**config.mk**
```make
export PLATFORM = sky130hd
export DESIGN_NAME = grid_overlay_pixel_stream
export DESIGN_NICKNAME = d
export VERILOG_FILES = /design/src/rtl/gop_pkg.sv /design/src/rtl/gop_cell.sv /design/src/rtl/gop_tbuild.sv /design/src/rtl/grid_overlay_pixel_stream.sv
export SDC_FILE = /design/constraint.sdc
export NUM_CORES = 2
export LEC_CHECK = 0
export BUFFER_PORTS_ARGS = -buffer_cell sky130_fd_sc_hd__buf_2
export CAP_MARGIN = 10
export CORE_UTILIZATION = 56
export CTS_CLUSTER_SIZE = 8
export DETAILED_ROUTE_END_ITERATION = 16
export GPL_TIMING_DRIVEN = 1
export PLACE_DENSITY_LB_ADDON = 0.25
export SYNTH_ARGS = -nofsm -noshare
export SYNTH_HDL_FRONTEND = slang
export SYNTH_SLANG_ARGS = --single-unit
```
**constraint.sdc**
```tcl
create_clock -name clk -period 121.3 [get_ports clk]
set_clock_uncertainty 0.05 [all_clocks]
set_input_delay 6.065 -clock clk [delete_from_list [all_inputs] [get_ports clk]]
set_output_delay 6.065 -clock clk [all_outputs]
set_load 0.03 [all_outputs]
```
**src/rtl/gop_pkg.sv**
```systemverilog
// ----------------------------------------------------------------------------
// gop_pkg - grid overlay shared definitions
// Sizes, codes and beat/struct types used by the grid overlay modules.
// ----------------------------------------------------------------------------
package gop_pkg;

  localparam int MAX_LINES   = 15;
  localparam int DIM_BITS    = 12;
  localparam int FRAC_BITS   = 16;
  localparam int TABLE_DEPTH = MAX_LINES + 1;
  localparam int CNT_W       = $clog2(TABLE_DEPTH + 1);
  localparam int SIZE_W      = DIM_BITS + 1;
  localparam int LCNT_W      = 4;
  localparam int NUM_W       = SIZE_W + FRAC_BITS;
  localparam int IDX_W       = NUM_W + 1;
  localparam int DIVR_W      = LCNT_W + 1;
  localparam int STEP_W      = $clog2(NUM_W);
  localparam int LEFT_W      = LCNT_W - 1;
  localparam int CH_W        = 8;
  localparam int SUM_W       = CH_W + 2;
  localparam int CFG_W       = SIZE_W;
  localparam int CFG_ADDR_W  = 2;

  localparam logic [SIZE_W-1:0] SIZE_MAX     = SIZE_W'(1 << DIM_BITS);
  localparam logic [SIZE_W-1:0] WIDTH_RST    = SIZE_W'(640);
  localparam logic [SIZE_W-1:0] HEIGHT_RST   = SIZE_W'(480);
  localparam logic [LCNT_W-1:0] LINES_MAX    = LCNT_W'(MAX_LINES);
  localparam logic [SUM_W-1:0]  BRIGHT_LIMIT = SUM_W'(3 * 127);
  localparam logic [CH_W-1:0]   CH_WHITE     = CH_W'(255);
  localparam logic [CH_W-1:0]   CH_BLACK     = '0;

  typedef enum logic [CFG_ADDR_W-1:0] {
    CFG_FRAME_WIDTH  = 2'd0,
    CFG_FRAME_HEIGHT = 2'd1,
    CFG_LINE_COUNT   = 2'd2
  } cfg_addr_t;

  // table entry shifting along the cell row
  typedef struct packed {
    logic                shift;
    logic [DIM_BITS-1:0] pos;
  } load_t;

  // per-cell entry enables
  typedef struct packed {
    logic col;
    logic row;
  } act_t;

  // pixel travelling through the cell row
  typedef struct packed {
    logic                valid;
    logic [CH_W-1:0]     red;
    logic [CH_W-1:0]     green;
    logic [CH_W-1:0]     blue;
    logic [DIM_BITS-1:0] col;
    logic [DIM_BITS-1:0] row;
    logic                last;
    logic                hit;
    logic                par;
  } pix_t;

endpackage

```
**src/rtl/gop_cell.sv**
```systemverilog
// ----------------------------------------------------------------------------
// gop_cell - one cell of the grid line compare row
// Holds one column and one row line position and checks a passing pixel.
// ----------------------------------------------------------------------------
module gop_cell (
  input  logic           clk,
  input  logic           rst_n,
  input  logic           adv,
  input  gop_pkg::load_t ld_c_i,
  input  gop_pkg::load_t ld_r_i,
  input  gop_pkg::act_t  act,
  input  gop_pkg::pix_t  pix_i,
  output gop_pkg::load_t ld_c_o,
  output gop_pkg::load_t ld_r_o,
  output gop_pkg::pix_t  pix_o
);

  logic [gop_pkg::DIM_BITS-1:0] col_pos_r;
  logic [gop_pkg::DIM_BITS-1:0] row_pos_r;
  gop_pkg::pix_t                pix_r;
  gop_pkg::pix_t                pix_nxt;
  logic                         mc;
  logic                         mr;

  always_comb begin
    mc            = act.col && (pix_i.col == col_pos_r);
    mr            = act.row && (pix_i.row == row_pos_r);
    pix_nxt       = pix_i;
    pix_nxt.hit   = pix_i.hit | mc | mr;
    pix_nxt.par   = pix_i.par ^ mc ^ mr;
  end

  always_ff @(posedge clk) begin
    if (ld_c_i.shift) begin
      col_pos_r <= ld_c_i.pos;
    end
    if (ld_r_i.shift) begin
      row_pos_r <= ld_r_i.pos;
    end
  end

  always_ff @(posedge clk) begin
    if (!rst_n) begin
      pix_r.valid <= 1'b0;
    end else if (adv) begin
      pix_r <= pix_nxt;
    end
  end

  assign ld_c_o = '{shift: ld_c_i.shift, pos: col_pos_r};
  assign ld_r_o = '{shift: ld_r_i.shift, pos: row_pos_r};
  assign pix_o  = pix_r;

endmodule

```
**src/rtl/gop_tbuild.sv**
```systemverilog
// ----------------------------------------------------------------------------
// gop_tbuild - grid line position builder for one dimension
// Bit-serial divide for the spacing, then emits the positions in turn.
// ----------------------------------------------------------------------------
module gop_tbuild (
  input  logic                       clk,
  input  logic                       rst_n,
  input  logic                       start,
  input  logic [gop_pkg::SIZE_W-1:0] size,
  input  logic [gop_pkg::LCNT_W-1:0] lines,
  output logic                       busy,
  output gop_pkg::load_t             ld,
  output logic [gop_pkg::CNT_W-1:0]  count
);

  typedef enum logic [2:0] {
    B_IDLE, B_DIV, B_SEED, B_CTR_A, B_CTR_B, B_PAIR_A, B_PAIR_B, B_STEP
  } state_t;

  localparam int PROD_W = gop_pkg::NUM_W + gop_pkg::LEFT_W;

  state_t                              state_r, state_nxt;
  logic [gop_pkg::SIZE_W-1:0]          size_r, size_nxt;
  logic [gop_pkg::LCNT_W-1:0]          n_r, n_nxt;
  logic [gop_pkg::DIVR_W-1:0]          rem_r, rem_nxt;
  logic [gop_pkg::NUM_W-1:0]           num_r, num_nxt;
  logic [gop_pkg::STEP_W-1:0]          step_r, step_nxt;
  logic signed [gop_pkg::IDX_W-1:0]    idx_r, idx_nxt;
  logic [gop_pkg::LEFT_W-1:0]          left_r, left_nxt;
  logic [gop_pkg::DIM_BITS-1:0]        p_r, p_nxt;
  logic [gop_pkg::CNT_W-1:0]           cnt_r, cnt_nxt;

  logic [gop_pkg::DIVR_W-1:0]          dvs;
  logic [gop_pkg::DIVR_W:0]            rem_sh;
  logic                                q_bit;
  logic [PROD_W-1:0]                   prod;
  logic signed [gop_pkg::IDX_W-1:0]    rnd;
  logic [gop_pkg::DIM_BITS-1:0]        p_now;
  logic [gop_pkg::SIZE_W-1:0]          mirror;
  logic [gop_pkg::DIM_BITS-1:0]        center;
  logic [gop_pkg::SIZE_W-1:0]          size_m1;

  always_comb begin
    dvs     = {1'b0, n_r} + gop_pkg::DIVR_W'(1);
    rem_sh  = {rem_r, num_r[gop_pkg::NUM_W-1]};
    q_bit   = (rem_sh >= {1'b0, dvs});
    prod    = num_r * n_r[gop_pkg::LCNT_W-1:1];
    rnd     = idx_r + gop_pkg::IDX_W'(1 << (gop_pkg::FRAC_BITS - 1));
    p_now   = rnd[gop_pkg::FRAC_BITS +: gop_pkg::DIM_BITS];
    mirror  = size_r - gop_pkg::SIZE_W'(1) - {1'b0, p_r};
    center  = size_r[gop_pkg::SIZE_W-1:1];
    size_m1 = size_r - gop_pkg::SIZE_W'(1);

    state_nxt = state_r;
    size_nxt  = size_r;
    n_nxt     = n_r;
    rem_nxt   = rem_r;
    num_nxt   = num_r;
    step_nxt  = step_r;
    idx_nxt   = idx_r;
    left_nxt  = left_r;
    p_nxt     = p_r;
    cnt_nxt   = cnt_r;
    ld        = '{shift: 1'b0, pos: p_now};

    unique case (state_r)
      B_IDLE: begin
        if (start) begin
          size_nxt  = size;
          n_nxt     = lines;
          cnt_nxt   = '0;
          rem_nxt   = '0;
          num_nxt   = {size, {gop_pkg::FRAC_BITS{1'b0}}};
          step_nxt  = '0;
          state_nxt = (lines == '0) ? B_IDLE : B_DIV;
        end
      end
      B_DIV: begin
        rem_nxt  = q_bit ? gop_pkg::DIVR_W'(rem_sh - {1'b0, dvs})
                         : rem_sh[gop_pkg::DIVR_W-1:0];
        num_nxt  = {num_r[gop_pkg::NUM_W-2:0], q_bit};
        step_nxt = step_r + gop_pkg::STEP_W'(1);
        if (step_r == gop_pkg::STEP_W'(gop_pkg::NUM_W - 1)) begin
          state_nxt = B_SEED;
        end
      end
      B_SEED: begin
        left_nxt = gop_pkg::LEFT_W'((n_r - gop_pkg::LCNT_W'(1)) >> 1);
        if (n_r[0]) begin
          idx_nxt   = gop_pkg::IDX_W'({size_m1, {(gop_pkg::FRAC_BITS - 1){1'b0}}});
          state_nxt = B_CTR_A;
        end else begin
          idx_nxt   = prod[gop_pkg::IDX_W-1:0];
          state_nxt = B_PAIR_A;
        end
      end
      B_CTR_A: begin
        ld        = '{shift: 1'b1, pos: center};
        cnt_nxt   = cnt_r + gop_pkg::CNT_W'(1);
        state_nxt = size_r[0] ? B_STEP : B_CTR_B;
      end
      B_CTR_B: begin
        ld        = '{shift: 1'b1, pos: center - gop_pkg::DIM_BITS'(1)};
        cnt_nxt   = cnt_r + gop_pkg::CNT_W'(1);
        state_nxt = B_STEP;
      end
      B_PAIR_A: begin
        ld        = '{shift: 1'b1, pos: p_now};
        p_nxt     = p_now;
        cnt_nxt   = cnt_r + gop_pkg::CNT_W'(1);
        state_nxt = B_PAIR_B;
      end
      B_PAIR_B: begin
        ld        = '{shift: 1'b1, pos: mirror[gop_pkg::DIM_BITS-1:0]};
        cnt_nxt   = cnt_r + gop_pkg::CNT_W'(1);
        state_nxt = B_STEP;
      end
      B_STEP: begin
        if (left_r == '0) begin
          state_nxt = B_IDLE;
        end else begin
          idx_nxt   = idx_r - gop_pkg::IDX_W'(num_r);
          left_nxt  = left_r - gop_pkg::LEFT_W'(1);
          state_nxt = B_PAIR_A;
        end
      end
      default: state_nxt = B_IDLE;
    endcase
  end

  always_ff @(posedge clk) begin
    if (!rst_n) begin
      state_r <= B_IDLE;
      cnt_r   <= '0;
    end else begin
      state_r <= state_nxt;
      cnt_r   <= cnt_nxt;
      size_r  <= size_nxt;
      n_r     <= n_nxt;
      rem_r   <= rem_nxt;
      num_r   <= num_nxt;
      step_r  <= step_nxt;
      idx_r   <= idx_nxt;
      left_r  <= left_nxt;
      p_r     <= p_nxt;
    end
  end

  assign busy  = (state_r != B_IDLE);
  assign count = cnt_r;

endmodule

```
**src/rtl/grid_overlay_pixel_stream.sv**
```systemverilog
// ----------------------------------------------------------------------------
// grid_overlay_pixel_stream - grid line overlay on a raster RGB stream
// Marks evenly spaced column and row lines by mapping hit pixels to
// black or white.
// ----------------------------------------------------------------------------
// Usage:
//   in_*  : one pixel per beat, tdata = red, green, blue (low bits first),
//           tuser = frame start. out_* : overlaid pixel, tlast = last pixel
//           of the frame. cfg_* : width, height and line count, applied at
//           the next frame start.
//   Path: an input beat passes the 16 compare cells and then the output
//   register before it shows on out_tvalid.
//   Throughput: one pixel per cycle inside a frame unless the output stalls.
//   A frame-start beat is held until the cell row drains, then both
//   position tables are rebuilt: 29 divide steps, then the positions
//   load one by one by shifting into the cells.
//   Reset: 640x480, no lines, pixels pass unchanged until a frame start.
//   Stall: the cell row and output register advance only while the output
//   register is free or being taken; otherwise the input is held off.
// ----------------------------------------------------------------------------
module grid_overlay_pixel_stream (
  input  logic                           clk,
  input  logic                           rst_n,
  input  logic                           in_tvalid,
  output logic                           in_tready,
  input  logic [23:0]                    in_tdata,   // in_red, in_green, in_blue
  input  logic                           in_tuser,   // frame_start
  output logic                           out_tvalid,
  input  logic                           out_tready,
  output logic [23:0]                    out_tdata,  // out_red, out_green, out_blue
  output logic                           out_tlast,
  input  logic                           cfg_we,
  input  logic [gop_pkg::CFG_ADDR_W-1:0] cfg_addr,
  input  logic [gop_pkg::CFG_W-1:0]      cfg_wdata
);

  typedef enum logic [2:0] {T_RUN, T_DRAIN, T_KICK, T_BUILD, T_FS} state_t;

  localparam int DEPTH = gop_pkg::TABLE_DEPTH;
  localparam int DB    = gop_pkg::DIM_BITS;
  localparam int SW    = gop_pkg::SIZE_W;
  localparam int CW    = gop_pkg::CH_W;

  state_t                     state_r, state_nxt;
  logic [SW-1:0]              fw_r, fw_nxt;
  logic [SW-1:0]              fh_r, fh_nxt;
  logic [gop_pkg::LCNT_W-1:0] lc_r, lc_nxt;
  logic [SW-1:0]              wl_r, wl_nxt;
  logic [SW-1:0]              hl_r, hl_nxt;
  logic [DB-1:0]              col_r, col_nxt;
  logic [DB-1:0]              row_r, row_nxt;
  logic                       out_valid_r, out_valid_nxt;
  logic [3*CW-1:0]            out_data_r, out_data_nxt;
  logic                       out_last_r, out_last_nxt;

  logic                       adv;
  logic                       in_accept;
  logic                       chain_busy;
  logic                       kick;
  logic                       busy_c;
  logic                       busy_r;
  logic [gop_pkg::CNT_W-1:0]  cnt_c;
  logic [gop_pkg::CNT_W-1:0]  cnt_r;
  logic [SW-1:0]              w_clamp;
  logic [SW-1:0]              h_clamp;
  logic [gop_pkg::LCNT_W-1:0] n_sat;
  logic [DB-1:0]              col_inc;
  logic [DB-1:0]              row_inc;
  logic                       last_px;
  logic [gop_pkg::SUM_W-1:0]  luma_sum;
  logic                       black;
  logic [CW-1:0]              fill;
  logic [DEPTH-1:0]           busy_v;

  gop_pkg::pix_t              pix_in;
  gop_pkg::pix_t              pix_w [0:DEPTH];
  gop_pkg::load_t             ldc_w [0:DEPTH];
  gop_pkg::load_t             ldr_w [0:DEPTH];

  // ---- table builders ----
  gop_tbuild u_build_col (
    .clk   (clk),
    .rst_n (rst_n),
    .start (kick),
    .size  (w_clamp),
    .lines (n_sat),
    .busy  (busy_c),
    .ld    (ldc_w[0]),
    .count (cnt_c)
  );

  gop_tbuild u_build_row (
    .clk   (clk),
    .rst_n (rst_n),
    .start (kick),
    .size  (h_clamp),
    .lines (n_sat),
    .busy  (busy_r),
    .ld    (ldr_w[0]),
    .count (cnt_r)
  );

  // ---- compare cell row ----
  assign pix_w[0] = pix_in;

  for (genvar i = 0; i < DEPTH; i++) begin : g_cell
    localparam logic [gop_pkg::CNT_W-1:0] CELL_IDX = gop_pkg::CNT_W'(i);
    gop_pkg::act_t act;

    assign act       = '{col: (CELL_IDX < cnt_c), row: (CELL_IDX < cnt_r)};
    assign busy_v[i] = pix_w[i+1].valid;

    gop_cell u_cell (
      .clk    (clk),
      .rst_n  (rst_n),
      .adv    (adv),
      .ld_c_i (ldc_w[i]),
      .ld_r_i (ldr_w[i]),
      .act    (act),
      .pix_i  (pix_w[i]),
      .ld_c_o (ldc_w[i+1]),
      .ld_r_o (ldr_w[i+1]),
      .pix_o  (pix_w[i+1])
    );
  end

  // ---- control ----
  always_comb begin
    adv        = !out_valid_r || out_tready;
    in_tready  = adv && (((state_r == T_RUN) && !in_tuser) || (state_r == T_FS));
    in_accept  = in_tvalid && in_tready;
    chain_busy = |busy_v;
    kick       = (state_r == T_KICK);

    if (fw_r == '0) begin
      w_clamp = SW'(1);
    end else if (fw_r > gop_pkg::SIZE_MAX) begin
      w_clamp = gop_pkg::SIZE_MAX;
    end else begin
      w_clamp = fw_r;
    end
    if (fh_r == '0) begin
      h_clamp = SW'(1);
    end else if (fh_r > gop_pkg::SIZE_MAX) begin
      h_clamp = gop_pkg::SIZE_MAX;
    end else begin
      h_clamp = fh_r;
    end
    n_sat = (lc_r > gop_pkg::LINES_MAX) ? gop_pkg::LINES_MAX : lc_r;

    last_px = ({1'b0, col_r} == wl_r - SW'(1)) && ({1'b0, row_r} == hl_r - SW'(1));
    col_inc = col_r + DB'(1);
    row_inc = row_r + DB'(1);

    pix_in.valid = in_accept;
    pix_in.red   = in_tdata[CW-1:0];
    pix_in.green = in_tdata[2*CW-1:CW];
    pix_in.blue  = in_tdata[3*CW-1:2*CW];
    pix_in.col   = col_r;
    pix_in.row   = row_r;
    pix_in.last  = last_px;
    pix_in.hit   = 1'b0;
    pix_in.par   = 1'b0;

    state_nxt = state_r;
    fw_nxt    = fw_r;
    fh_nxt    = fh_r;
    lc_nxt    = lc_r;
    wl_nxt    = wl_r;
    hl_nxt    = hl_r;
    col_nxt   = col_r;
    row_nxt   = row_r;

    if (cfg_we) begin
      unique case (gop_pkg::cfg_addr_t'(cfg_addr))
        gop_pkg::CFG_FRAME_WIDTH:  fw_nxt = cfg_wdata[SW-1:0];
        gop_pkg::CFG_FRAME_HEIGHT: fh_nxt = cfg_wdata[SW-1:0];
        gop_pkg::CFG_LINE_COUNT:   lc_nxt = cfg_wdata[gop_pkg::LCNT_W-1:0];
        default: ;
      endcase
    end

    unique case (state_r)
      T_RUN: begin
        if (in_tvalid && in_tuser) begin
          state_nxt = T_DRAIN;
        end
      end
      T_DRAIN: begin
        if (!chain_busy) begin
          state_nxt = T_KICK;
        end
      end
      T_KICK: begin
        wl_nxt    = w_clamp;
        hl_nxt    = h_clamp;
        col_nxt   = '0;
        row_nxt   = '0;
        state_nxt = T_BUILD;
      end
      T_BUILD: begin
        if (!busy_c && !busy_r) begin
          state_nxt = T_FS;
        end
      end
      T_FS: begin
        if (in_accept) begin
          state_nxt = T_RUN;
        end
      end
      default: state_nxt = T_RUN;
    endcase

    if (in_accept) begin
      if (({1'b0, col_inc} >= wl_r) || (col_inc == '0)) begin
        col_nxt = '0;
        row_nxt = ({1'b0, row_inc} >= hl_r) ? '0 : row_inc;
      end else begin
        col_nxt = col_inc;
      end
    end

    // ---- output mapping ----
    luma_sum = gop_pkg::SUM_W'(pix_w[DEPTH].red) + gop_pkg::SUM_W'(pix_w[DEPTH].green)
             + gop_pkg::SUM_W'(pix_w[DEPTH].blue);
    black    = (luma_sum > gop_pkg::BRIGHT_LIMIT) ~^ pix_w[DEPTH].par;
    fill     = black ? gop_pkg::CH_BLACK : gop_pkg::CH_WHITE;

    out_valid_nxt = out_valid_r;
    out_data_nxt  = out_data_r;
    out_last_nxt  = out_last_r;
    if (adv) begin
      out_valid_nxt = pix_w[DEPTH].valid;
      out_last_nxt  = pix_w[DEPTH].last;
      out_data_nxt  = pix_w[DEPTH].hit ? {fill, fill, fill}
                    : {pix_w[DEPTH].blue, pix_w[DEPTH].green, pix_w[DEPTH].red};
    end
  end

  always_ff @(posedge clk) begin
    if (!rst_n) begin
      state_r     <= T_RUN;
      fw_r        <= gop_pkg::WIDTH_RST;
      fh_r        <= gop_pkg::HEIGHT_RST;
      lc_r        <= '0;
      wl_r        <= gop_pkg::WIDTH_RST;
      hl_r        <= gop_pkg::HEIGHT_RST;
      col_r       <= '0;
      row_r       <= '0;
      out_valid_r <= 1'b0;
    end else begin
      state_r     <= state_nxt;
      fw_r        <= fw_nxt;
      fh_r        <= fh_nxt;
      lc_r        <= lc_nxt;
      wl_r        <= wl_nxt;
      hl_r        <= hl_nxt;
      col_r       <= col_nxt;
      row_r       <= row_nxt;
      out_valid_r <= out_valid_nxt;
      out_data_r  <= out_data_nxt;
      out_last_r  <= out_last_nxt;
    end
  end

  assign out_tvalid = out_valid_r;
  assign out_tdata  = out_data_r;
  assign out_tlast  = out_last_r;

`ifndef SYNTHESIS
  // a frame-start beat only enters once the tables are rebuilt
  a_fs_after_build: assert property (@(posedge clk) disable iff (!rst_n)
    (in_tvalid && in_tready && in_tuser) |-> (state_r == T_FS))
    else $error("frame start accepted before table rebuild");

  // tables must never change under pixels in flight
  a_empty_at_fs: assert property (@(posedge clk) disable iff (!rst_n)
    ((state_r == T_BUILD) || (state_r == T_FS)) |-> !chain_busy)
    else $error("cell row not empty during table load");

  a_cnt_range: assert property (@(posedge clk) disable iff (!rst_n)
    (cnt_c <= gop_pkg::CNT_W'(DEPTH)) && (cnt_r <= gop_pkg::CNT_W'(DEPTH)))
    else $error("position entry count beyond table depth");

  // the shift stream must end where the last cell takes it
  a_load_tail: assert property (@(posedge clk) disable iff (!rst_n)
    ldc_w[DEPTH].shift |-> busy_c)
    else $error("column table shift outside of build");
`endif

endmodule
```
==> run summary <==
In this run, synthesis inferred 1399 flip-flops with an integrated enable. Cells with a size suffix above 1 make up 7.656% of the layout. The startpoint identified for the worst register-to-register timing path is out_tvalid. The transition at the pin with the smallest max-transition slack came out at 1.246 ns.

The run finished with clean final reports. After detailed routing, the average wire length per cell comes to 19.07 um. Entering global routing, the biggest net connects 203 pins.

For this run, the number of Yosys warnings is 0. Dividing total power by cell area gives a power density of 16.97 nW/um^2. The number of nets in the synthesized netlist is 5169. Data on the critical path is required at its endpoint by 115.18 ns. The run gives 0 as the total count of hold-check failures in the final report.

Summing over every cut layer, the via total after detailed routing is 37281. The design area came out at 74390 sq um. The worst setup path is launched from an input pin. The layout net count came out at 5344. In this run the critical register-to-register path is captured at g_cell[15].u_cell.pix_o[42].

Once the clock tree was built, the setup fixing pass inserted 0 buffers. In this run the biggest area consumer among cell types represents 63.18% of the synthesized area. In the routed layout, each cell is associated on average with a via count of 5.623. The average size of a mapped cell was 13.68 sq um. From synthesis to final layout, the design area changed by 11.87%. The run gives 84560 um as the detailed placer's ending HPWL.

Gate count after technology mapping: 4861. 0 antenna diodes ended up in the layout. The tools report the first-pass iteration count of the detailed router as 6. The area inside the core boundary was 117900 sq um; the number of hold buffers added after CTS was 0. Measured along the y axis, the die boundary spans 346.6 um.

The run gives 63.08% as the final core utilization. The die extent in x is 346.6 um. In the routed design, unresolved DRC markers number 0. The quantity of I/O buffers inserted on ports was 71.

For the final weighted congestion of routability-driven global placement, the log shows 0.9377. The first global-routing pass estimated 199800 um of wire. The arrival time reported for the critical path endpoint came out at 7.15 ns. Across the VDD grid, the largest voltage drop is 0.01469 mV. Headroom to the max-slew limit came out at 15.76%.

After filler insertion, the fill cell instance count of the layout stands at 8613. For the final routed database, the setup TNS stands at 0 ns. After layout, the worst path uses 10.94% of the clock period.

In this run the clock root is driven by a sky130_fd_sc_hd__clkbuf_16. Sequential cells were found to cover 66.67% of the synthesized design area. The most repeated cell in the gate-level netlist after synthesis was sky130_fd_sc_hd__edfxtp_1. STA classifies the critical path endpoint as an output pin. The placed standard-cell area came out at 68580 sq um. Setup repair after global routing left no endpoint under its margin. By count the netlist is led by sky130_fd_sc_hd__edfxtp_1, sky130_fd_sc_hd__xnor2_1, sky130_fd_sc_hd__nand2_1. For the clock latency reported for the late side of the worst-skew pair, the log shows 0.81 ns. Register clock-pin slew on the reported worst setup and hold paths: 0.05 ns. Total power for the finished layout comes to 1.262 mW. Across the run, the number of max-cap violations was 0. The maximum fanout along the worst path is 16. The H-tree level count came out at 4.

The number of flip-flops and latches in the synthesized netlist is 1515. The worst min-delay path endpoint is g_cell[11].u_cell.pix_o[2]. The smallest clock period supported by the final layout is computed as 13.27 ns. The first routing iteration left 2868 violations. In this run the static leakage power is 27.10 nW. Setup violations remaining at the end of the flow were counted as 0. Hold timing on the final database bottoms out at a slack of 0.3435 ns.

The depth of the worst register-to-register path was 7; the number of core rows was 126. The number of max-slew violations in the final report was 0. The worst hold path was traced through 0 stages. The tools report the number of antenna violations at the first check in global routing as 1. The residual antenna-violating net count after detailed routing is 0, and the effective utilization at floorplan is 56.39%. The tools report the total clock buffers created by CTS as 208.

The critical setup path kind was input pin to output pin. In the global route stage, overall resource usage came out at 21.22%. The worst hold path belongs to the class flop to flop. For flop-to-flop paths, the worst setup slack is 116.12 ns.

After global routing the overflow that remains totals 0. Clock tree synthesis found a total of 1515 sinks. The top-level port count came out at 72.

TritonCTS built the clock tree. In this run, post-CTS repair resized a total of 0 instances. The biggest area contributor in the post-synthesis netlist is sky130_fd_sc_hd__edfxtp_1. The number of distinct standard cells referenced by the synthesized netlist came out at 84. Among all flip-flop cells after synthesis, the most frequent one is sky130_fd_sc_hd__edfxtp_1. The clock passes through at most 3 buffers. The run gives 66500 sq um as the synthesized area.

The tools report the total wire length after detailed routing as 126400 um. For the area of the die, the log shows 120100 sq um. Of all flip-flops after synthesis, the portion carrying an async set or reset was 0%.

Based on the critical path, the design can be clocked at up to 75.38 MHz. For the via count of the first global-routing pass, the log shows 37455. Ranked by total cell area, the synthesized netlist is headed by sky130_fd_sc_hd__edfxtp_1, sky130_fd_sc_hd__xnor2_1, sky130_fd_sc_hd__ha_1.

In this run the most critical hold path is launched from g_cell[10].u_cell.pix_o[2].
[routing by layer]
layer  GRT usage, %  wire length [um]  up-vias
met5              0                 0        -
met4          7.793              3546        0
li1               -                 -    17999
met2          36.18             63570     1004
met1          27.53             52810    18076
met3          3.287              6492      202
[how the worst max path moves through the flow]
| stage | start | slack (ns) | to | depth (start not counted) |
|---|---|---|---|---|
| floorplan | rst_n | 78.59 | g_cell[0].u_cell.pix_o[0] | 5 |
| global placement | out_tready | 107.98 | in_tready | 5 |
| detailed placement | out_tready | 108.05 | in_tready | 5 |
| CTS | out_tready | 108.04 | in_tready | 5 |
| global route | out_tready | 107.91 | in_tready | 5 |
| finish | out_tready | 108.03 | in_tready | 5 |
[per-stage QoR]
| stage | setup slack (ns) | instances |
|---|---|---|
| after floorplan | 78.59 | 4861 |
| after global placement | 107.98 | 6362 |
| after detailed placement | 108.05 | 6362 |
| after CTS | 108.04 | 6630 |
| after global routing | 107.91 | 6630 |
| final | 108.03 | 6630 |
[kinds of logic after synthesis]
group | after synthesis | share of synthesized area (%)
adder cells (fa/ha/maj) | 264 | 5.720
flip-flops | 1515 | 66.67
AO/OA/AOI/OAI | 753 | 7.225
XOR/XNOR | 664 | 8.746
multiplexers | 28 | 0.4384
buffers and inverters | 447 | 2.546
AND/OR/NAND/NOR | 1190 | 8.655
[worst max-delay path, cell delays in order]
cell and delay [ns]:
sky130_fd_sc_hd__buf_2 0.08, sky130_fd_sc_hd__nand2b_1 0.46, sky130_fd_sc_hd__nand2_1 0.10, sky130_fd_sc_hd__a21oi_1 0.20, sky130_fd_sc_hd__buf_2 0.24
[report_power, final]
part	switching, mW	total, mW	internal (mW)	leakage [nW]
registers	0.0146	0.614	0.599	14.3
clock network	0.205	0.515	0.311	2.80
logic	0.0824	0.133	0.0508	10.0
total	0.302	1.26	0.960	27.1
[placed cells by master, fill, tap and decap left out, drive strengths merged, types with 10 or more instances in the layout]
cell type,instances
a211oi,23
a21boi,16
a21o,83
a21oi,208
a22o,12
a22oi,22
a31oi,26
a41oi,10
and2,12
and3,35
buf,117
clkbuf,251
clkinv,14
dfxtp,116
edfxtp,1399
fa,67
ha,196
inv,297
mux2i,19
nand2,455
nand2b,34
nand3,103
nand3b,13
nand4,105
nor2,202
nor2b,45
nor3,65
nor3b,14
nor4,53
o211ai,23
o21a,18
o21ai,177
o21bai,14
o22ai,21
o31ai,10
or3,26
xnor2,467
xor2,197
[sequential cells by signal, indices dropped and copies added (netlist names), 13 cells and up]
name and count:
u_build_row.idx_r 28, u_build_col.num_r 29, fh_r 13, out_tdata 24, g_cell.u_cell.pix_o 808, hl_r 13, g_cell.u_cell.col_pos_r 192, u_build_row.size_r 13
u_build_row.num_r 29, wl_r 13, fw_r 13, u_build_col.size_r 13, u_build_col.idx_r 28, g_cell.u_cell.row_pos_r 192
[layout make-up]
cell class | count | area, sq um | share of cell area (%)
flip-flops and latches | 1515 | 44330 | 59.59
multi-input cells | 2899 | 20500 | 27.56
repair buffers | 117 | 713.2 | 0.9587
inverters | 295 | 1107 | 1.488
clock buffers | 251 | 5386 | 7.241
well taps | 1536 | 1922 | 2.583
clock inverters | 17 | 426.7 | 0.5735
Note: power is estimated with default switching activity, not from simulation.
